## config.mk

```make
export PLATFORM = sky130hd
export DESIGN_NAME = rsie_regfile
export DESIGN_NICKNAME = d
export VERILOG_FILES = /design/src/sv/risc_subset_instruction_executor_defines.svh /design/src/sv/rsie_pkg.sv /design/src/sv/rsie_ram.sv /design/src/sv/rsie_regfile.sv
export SDC_FILE = /design/constraint.sdc
export NUM_CORES = 1
export LEC_CHECK = 0
export BUFFER_PORTS_ARGS = -buffer_cell sky130_fd_sc_hd__buf_2
export CAP_MARGIN = 20
export CORE_MARGIN = 2
export CORE_UTILIZATION = 45
export DETAILED_ROUTE_END_ITERATION = 10
export HOLD_SLACK_MARGIN = 0.06
export SETUP_SLACK_MARGIN = 0.05
export SYNTH_ARGS = -nofsm -noshare
export SYNTH_HDL_FRONTEND = slang
export SYNTH_SLANG_ARGS = --single-unit
```

## constraint.sdc

```tcl
create_clock -name clk -period 1.7 [get_ports clk]
set_input_delay 0.255 -clock clk [delete_from_list [all_inputs] [get_ports clk]]
set_output_delay 0.255 -clock clk [all_outputs]
set_load 0.05 [all_outputs]
```

## src/sv/risc_subset_instruction_executor_defines.svh

```systemverilog
// assertion macros for the instruction executor
`ifndef RISC_SUBSET_INSTRUCTION_EXECUTOR_DEFINES_SVH
`define RISC_SUBSET_INSTRUCTION_EXECUTOR_DEFINES_SVH

// same-cycle implication, sampled on clk, off while arst_n is low
`define RSIE_ASSERT_NOW(label, ante, cons) \
	label: assert property (@(posedge clk) disable iff (!arst_n) (ante) |-> (cons)) \
		else $error("rsie same-cycle check failed");

// next-cycle implication, sampled on clk, off while arst_n is low
`define RSIE_ASSERT_NEXT(label, ante, cons) \
	label: assert property (@(posedge clk) disable iff (!arst_n) (ante) |=> (cons)) \
		else $error("rsie next-cycle check failed");

`endif

```

## src/sv/rsie_pkg.sv

```systemverilog
// shared constants, codes and types of the instruction executor
`timescale 1ns / 1ps

package rsie_pkg;

	localparam int XLEN      = 32;
	localparam int REG_DEPTH = 32;
	localparam int REG_AW    = $clog2(REG_DEPTH);
	localparam int MEM_WORDS = 256;
	localparam int MEM_AW    = $clog2(MEM_WORDS);

	// opcodes
	localparam logic [5:0] OPC_RTYPE = 6'd0;
	localparam logic [5:0] OPC_BEQ   = 6'd4;
	localparam logic [5:0] OPC_BNE   = 6'd5;
	localparam logic [5:0] OPC_ADDI  = 6'd8;
	localparam logic [5:0] OPC_LW    = 6'd35;
	localparam logic [5:0] OPC_SW    = 6'd43;

	// R-format function codes
	localparam logic [5:0] FN_ADD = 6'd32;
	localparam logic [5:0] FN_SUB = 6'd34;
	localparam logic [5:0] FN_AND = 6'd36;
	localparam logic [5:0] FN_OR  = 6'd37;
	localparam logic [5:0] FN_XOR = 6'd38;

	typedef enum logic [1:0] {
		ST_OK         = 2'd0,
		ST_BAD_FUNCT  = 2'd1,
		ST_BAD_OPCODE = 2'd2,
		ST_BAD_ADDR   = 2'd3
	} status_t;

	// register file write request
	typedef struct packed {
		logic              en;
		logic [REG_AW-1:0] idx;
		logic [XLEN-1:0]   data;
	} reg_wr_t;

	// data memory write request
	typedef struct packed {
		logic              en;
		logic [MEM_AW-1:0] addr;
		logic [XLEN-1:0]   data;
	} mem_wr_t;

endpackage

```

## src/sv/rsie_ram.sv

```systemverilog
// generic single-write, single-read synchronous ram with registered read
`timescale 1ns / 1ps

module rsie_ram #(
	parameter int WIDTH = 32,
	parameter int DEPTH = 32
) (
	input  logic                     clk,
	input  logic                     we,
	input  logic [$clog2(DEPTH)-1:0] waddr,
	input  logic [WIDTH-1:0]         wdata,
	input  logic                     re,
	input  logic [$clog2(DEPTH)-1:0] raddr,
	output logic [WIDTH-1:0]         rdata
);

	logic [WIDTH-1:0] mem_q [DEPTH];

	always_ff @(posedge clk) begin
		if (we) begin
			mem_q[waddr] <= wdata;
		end
		if (re) begin
			rdata <= mem_q[raddr];
		end
	end

endmodule

```

## src/sv/rsie_regfile.sv

```systemverilog
// register file: two read copies, reset-value tracking and last-write bypass
`timescale 1ns / 1ps

module rsie_regfile (
	input  logic                         clk,
	input  logic                         arst_n,
	input  logic                         rd_en,
	input  logic [rsie_pkg::REG_AW-1:0]  rs_idx,
	input  logic [rsie_pkg::REG_AW-1:0]  rt_idx,
	input  rsie_pkg::reg_wr_t            wr,
	output logic [rsie_pkg::XLEN-1:0]    rs_data,
	output logic [rsie_pkg::XLEN-1:0]    rt_data
);

	logic [rsie_pkg::REG_DEPTH-1:0] vld_q;
	logic                           rs_vld_q;
	logic                           rt_vld_q;
	logic [rsie_pkg::REG_AW-1:0]    rs_idx_q;
	logic [rsie_pkg::REG_AW-1:0]    rt_idx_q;
	rsie_pkg::reg_wr_t              last_q;
	logic [rsie_pkg::XLEN-1:0]      rs_ram;
	logic [rsie_pkg::XLEN-1:0]      rt_ram;

	rsie_ram #(.WIDTH(rsie_pkg::XLEN), .DEPTH(rsie_pkg::REG_DEPTH)) u_ram_rs (
		.clk(clk), .we(wr.en), .waddr(wr.idx), .wdata(wr.data),
		.re(rd_en), .raddr(rs_idx), .rdata(rs_ram)
	);

	rsie_ram #(.WIDTH(rsie_pkg::XLEN), .DEPTH(rsie_pkg::REG_DEPTH)) u_ram_rt (
		.clk(clk), .we(wr.en), .waddr(wr.idx), .wdata(wr.data),
		.re(rd_en), .raddr(rt_idx), .rdata(rt_ram)
	);

	always_ff @(posedge clk or negedge arst_n) begin
		if (!arst_n) begin
			vld_q    <= '0;
			rs_vld_q <= 1'b0;
			rt_vld_q <= 1'b0;
			last_q   <= '0;
		end else begin
			if (rd_en) begin
				rs_vld_q <= vld_q[rs_idx];
				rt_vld_q <= vld_q[rt_idx];
			end
			if (wr.en) begin
				vld_q[wr.idx] <= 1'b1;
				last_q        <= wr;
			end
		end
	end

	always_ff @(posedge clk) begin
		if (rd_en) begin
			rs_idx_q <= rs_idx;
			rt_idx_q <= rt_idx;
		end
	end

	// last write covers a read that met it on the same edge
	always_comb begin
		if (last_q.en && last_q.idx == rs_idx_q) begin
			rs_data = last_q.data;
		end else if (rs_vld_q) begin
			rs_data = rs_ram;
		end else begin
			rs_data = rsie_pkg::XLEN'(rs_idx_q);
		end
		if (last_q.en && last_q.idx == rt_idx_q) begin
			rt_data = last_q.data;
		end else if (rt_vld_q) begin
			rt_data = rt_ram;
		end else begin
			rt_data = rsie_pkg::XLEN'(rt_idx_q);
		end
	end

endmodule

```

==> impl_metrics.py <==
metrics = {
    "finish": {
        "nNetsFinal": 2987,
        "area_growth_syn_to_layout_pct": 24.31,
        "fin_util_pct": 56.23,
        "stdcell_count": 4578,
        "layout-drive-gt1-share_pct": 51.89,
    },
    "synthesis": {
        "synth_edf_count": 1098,
        "synth-seq-cells": 1170,
        "synthTopCellsByCount": "1098 x edfxtp_1, 640 x mux4_2, 128 x nand2_1, 101 x mux2_2, 96 x clkbuf_1",
        "synth.distinct_cells": 31,
        "syn_area_mm2": 0.05320,
        "synth.most_common_cell": "edfxtp_1",
        "synth_top_area_share_pct": 61.98,
        "syn_inst": 2463,
        "async_reset_ff_share_pct": 6.154,
        "synth_area_leaders": "edfxtp_1 62%, mux4_2 27%, dfrtp_1 3.4%, mux2_2 2.1%, nand2_1 0.90%",
        "syn_nets": 2514,
        "yosysTopAreaCell": "edfxtp_1",
        "avgSynthCellArea_um2": 21.60,
        "synth_flop_cell": "edfxtp_1",
        "ys_seq_area_share_pct": 65.36,
        "synth-warning-count": 0,
    },
    "worst_setup_path": {
        "rr_worst_depth": 3,
        "required_ns": 1.44,
        "r2r_slack_ns": -0.29,
        "endpoint_kind": "output pin",
        "worstSetupStartpointType": "flip-flop",
        "crit_arrival_ns": 2.66,
        "path_max_fanout": 7,
        "worstSetupPathType": "flip-flop to output pin",
    },
    "timing": {
        "hold_viol": 0,
        "rsz0062_at_grt": "yes",
        "period_share_pct": 171.4,
        "maxSlewHeadroom_pct": 57.30,
        "tightest_slew_ns": 0.6405,
        "drv_slew": 0,
        "timing.fmax_mhz": 343.1,
        "worst_slack_ns": -1.215,
        "fin_tns_setup_ns": -85.07,
        "fin_skew_ns": 0.02617,
        "fin_crit_ns": 2.915,
        "setup-violations-final": 128,
    },
    "clock_network": {
        "clk_pin_slew_worst_paths_ns": 0.06,
        "cts_made_buffers": 130,
        "htreeDepth": 4,
        "cts_sinks": 1170,
        "clockBufferDepth": 3,
        "clock_latency_ns": 0.74,
        "cts_tree": "yes",
        "clockRootBuffer": "clkbuf_16",
    },
    "place": {
        "place_inst": 4270,
        "io_buffers": 114,
        "dpl.hpwl_um": 100100,
        "dp_slack_ns": -0.7973,
        "place.gp.congestion": 0.8346,
    },
    "power": {
        "power_density_mw_per_mm2": 1033,
        "peakVddDrop_mv": 0.9595,
        "leakagePower_nw": 21.96,
    },
    "die": {
        "dieWidth_um": 347.8,
        "io_pins": 115,
        "core.rowCount": 126,
        "fp.dieArea_mm2": 0.1210,
        "die-height_um": 347.8,
        "initial_core_util_pct": 45.24,
        "core_area_mm2": 0.1176,
    },
    "routing": {
        "drtIter0Drc": 3493,
        "drt_wl_total_um": 164400,
        "via_per_inst": 6.532,
        "ant_nets": 0,
        "dr_total_vias": 29910,
        "drtPass1Iterations": 5,
        "drc": 0,
        "routedWlPerCell_um": 35.92,
    },
    "global_route": {
        "overflow": 0,
        "grt_use_total_pct": 27.20,
        "grt_pass1_vias": 30880,
        "grt_max_degree": 40,
        "grt_pass1_wl_um": 230400,
        "antenna_found_initial": 1,
    },
    "worst_hold_path": {
        "whs_path_depth": 1,
        "hold_class": "primary input to flip-flop",
    },
    "status": {
        "status": "finished, violations left",
        "violations": "setup timing",
    },
    "run": {
        "drv_cap": 0,
    },
}
[placed cells by master, fill, tap and decap left out, types with 6 or more instances in the layout]
master and instances:
edfxtp_1 1098, clkbuf_8 9, nand2_1 96, a21oi_1 6, nor2_1 6, clkinv_1 22, buf_2 40, clkinvlp_4 6
buf_12 192, mux2_4 44, nand2_2 12, mux2i_1 42, nor2_4 32, mux2_2 57, dlygate4sd3_1 44, nand2_4 20
buf_6 76, mux4_2 640, buf_4 165, a22oi_1 6, o21ai_4 17, inv_6 8, clkbuf_1 30, dfrtp_1 70
xor2_1 8, or2_2 33, clkinv_2 18, clkbuf_16 137, o21ai_2 47
[power breakdown]
group          internal [mW]  switching, mW  total (mW)  leakage (nW)
Sequential              32.3          0.490        32.8          10.8
Clock                   15.7           11.5        27.1          2.00
Combinational           4.03           4.36        8.39          9.18
Total                   52.0           16.3        68.3          22.0
[critical path, stage by stage, from the launching register on]
cell and delay, ns:
edfxtp_1 0.42, xor2_1 0.18, nor4_1 0.31, and3_4 0.35, buf_12 0.16, buf_16 0.17, nand2_2 0.07, o21ai_2 0.07
buf_6 0.18
[logic make-up after synthesis]
family,share of synthesized area (%)
flip-flops,65.36
AND/OR/NAND/NOR,1.924
AO/OA/AOI/OAI,0.8608
buffers and inverters,1.667
multiplexers,30.02
XOR/XNOR,0.1646
[sequential cells by signal, indices dropped and copies added, names as in the netlist]
name and cells:
rs_vld_q 1, rt_idx_q 5, u_ram_rt.rdata 32, vld_q 32, u_ram_rt.mem_q 992, rs_idx_q 5
u_ram_rs.mem_q 32, u_ram_rs.rdata 32, last_q 38, rt_vld_q 1
[stage by stage]
step                      hold slack [ns]  total power [mW]  instance area (um^2)
after floorplan                  -0.04059             37.98                 54060
after global placement             0.2354             40.87                 60280
after detailed placement           0.2359             41.00                 60280
after CTS                         0.06089             68.65                 65630
after global routing              0.09827             70.39                 66130
final                              0.1102             68.34                 66130
[repair_timing]
item,in CTS,in global routing
endpoints found under the setup margin,128,133
hold buffers,45,0
buffers inserted,4,13
hold endpoints to repair,1057,0
pin swaps,20,20
gates resized for setup,183,67
cloned,4,5
[cell type report]
cell class	instances	area [um^2]
antenna	1	2.502
clock buffer	173	3590
clock inverter	64	519.2
fill	8658	51470
multi-input combinational	1106	18510
sequential	1170	34780
tap	1536	1922
timing repair buffer	528	6812
[per-layer routing]
layer | wire length (um) | track usage [%] | up-vias
met1 | 64350 | 37.56 | 16340
li1 | - | - | 11670
met3 | 13080 | 4.285 | 269
met2 | 82400 | 45.13 | 1630
met5 | 0 | 0 | -
met4 | 4598 | 7.881 | 0
[worst paths after layout]
| kind | end | from |
|---|---|---|
| min in group asynchronous | last_q[1] | arst_n |
| hold reg to reg | vld_q[15] | vld_q[15] |
| setup / recovery | rs_data[18] | rs_idx_q[4] |
| max in group asynchronous | last_q[23] | arst_n |
| hold / removal | u_ram_rt.mem_q[23][3] | wr[3] |
| setup reg to reg | u_ram_rs.rdata[6] | u_ram_rt.mem_q[31][6] |
(Power assumes the default switching activity.)
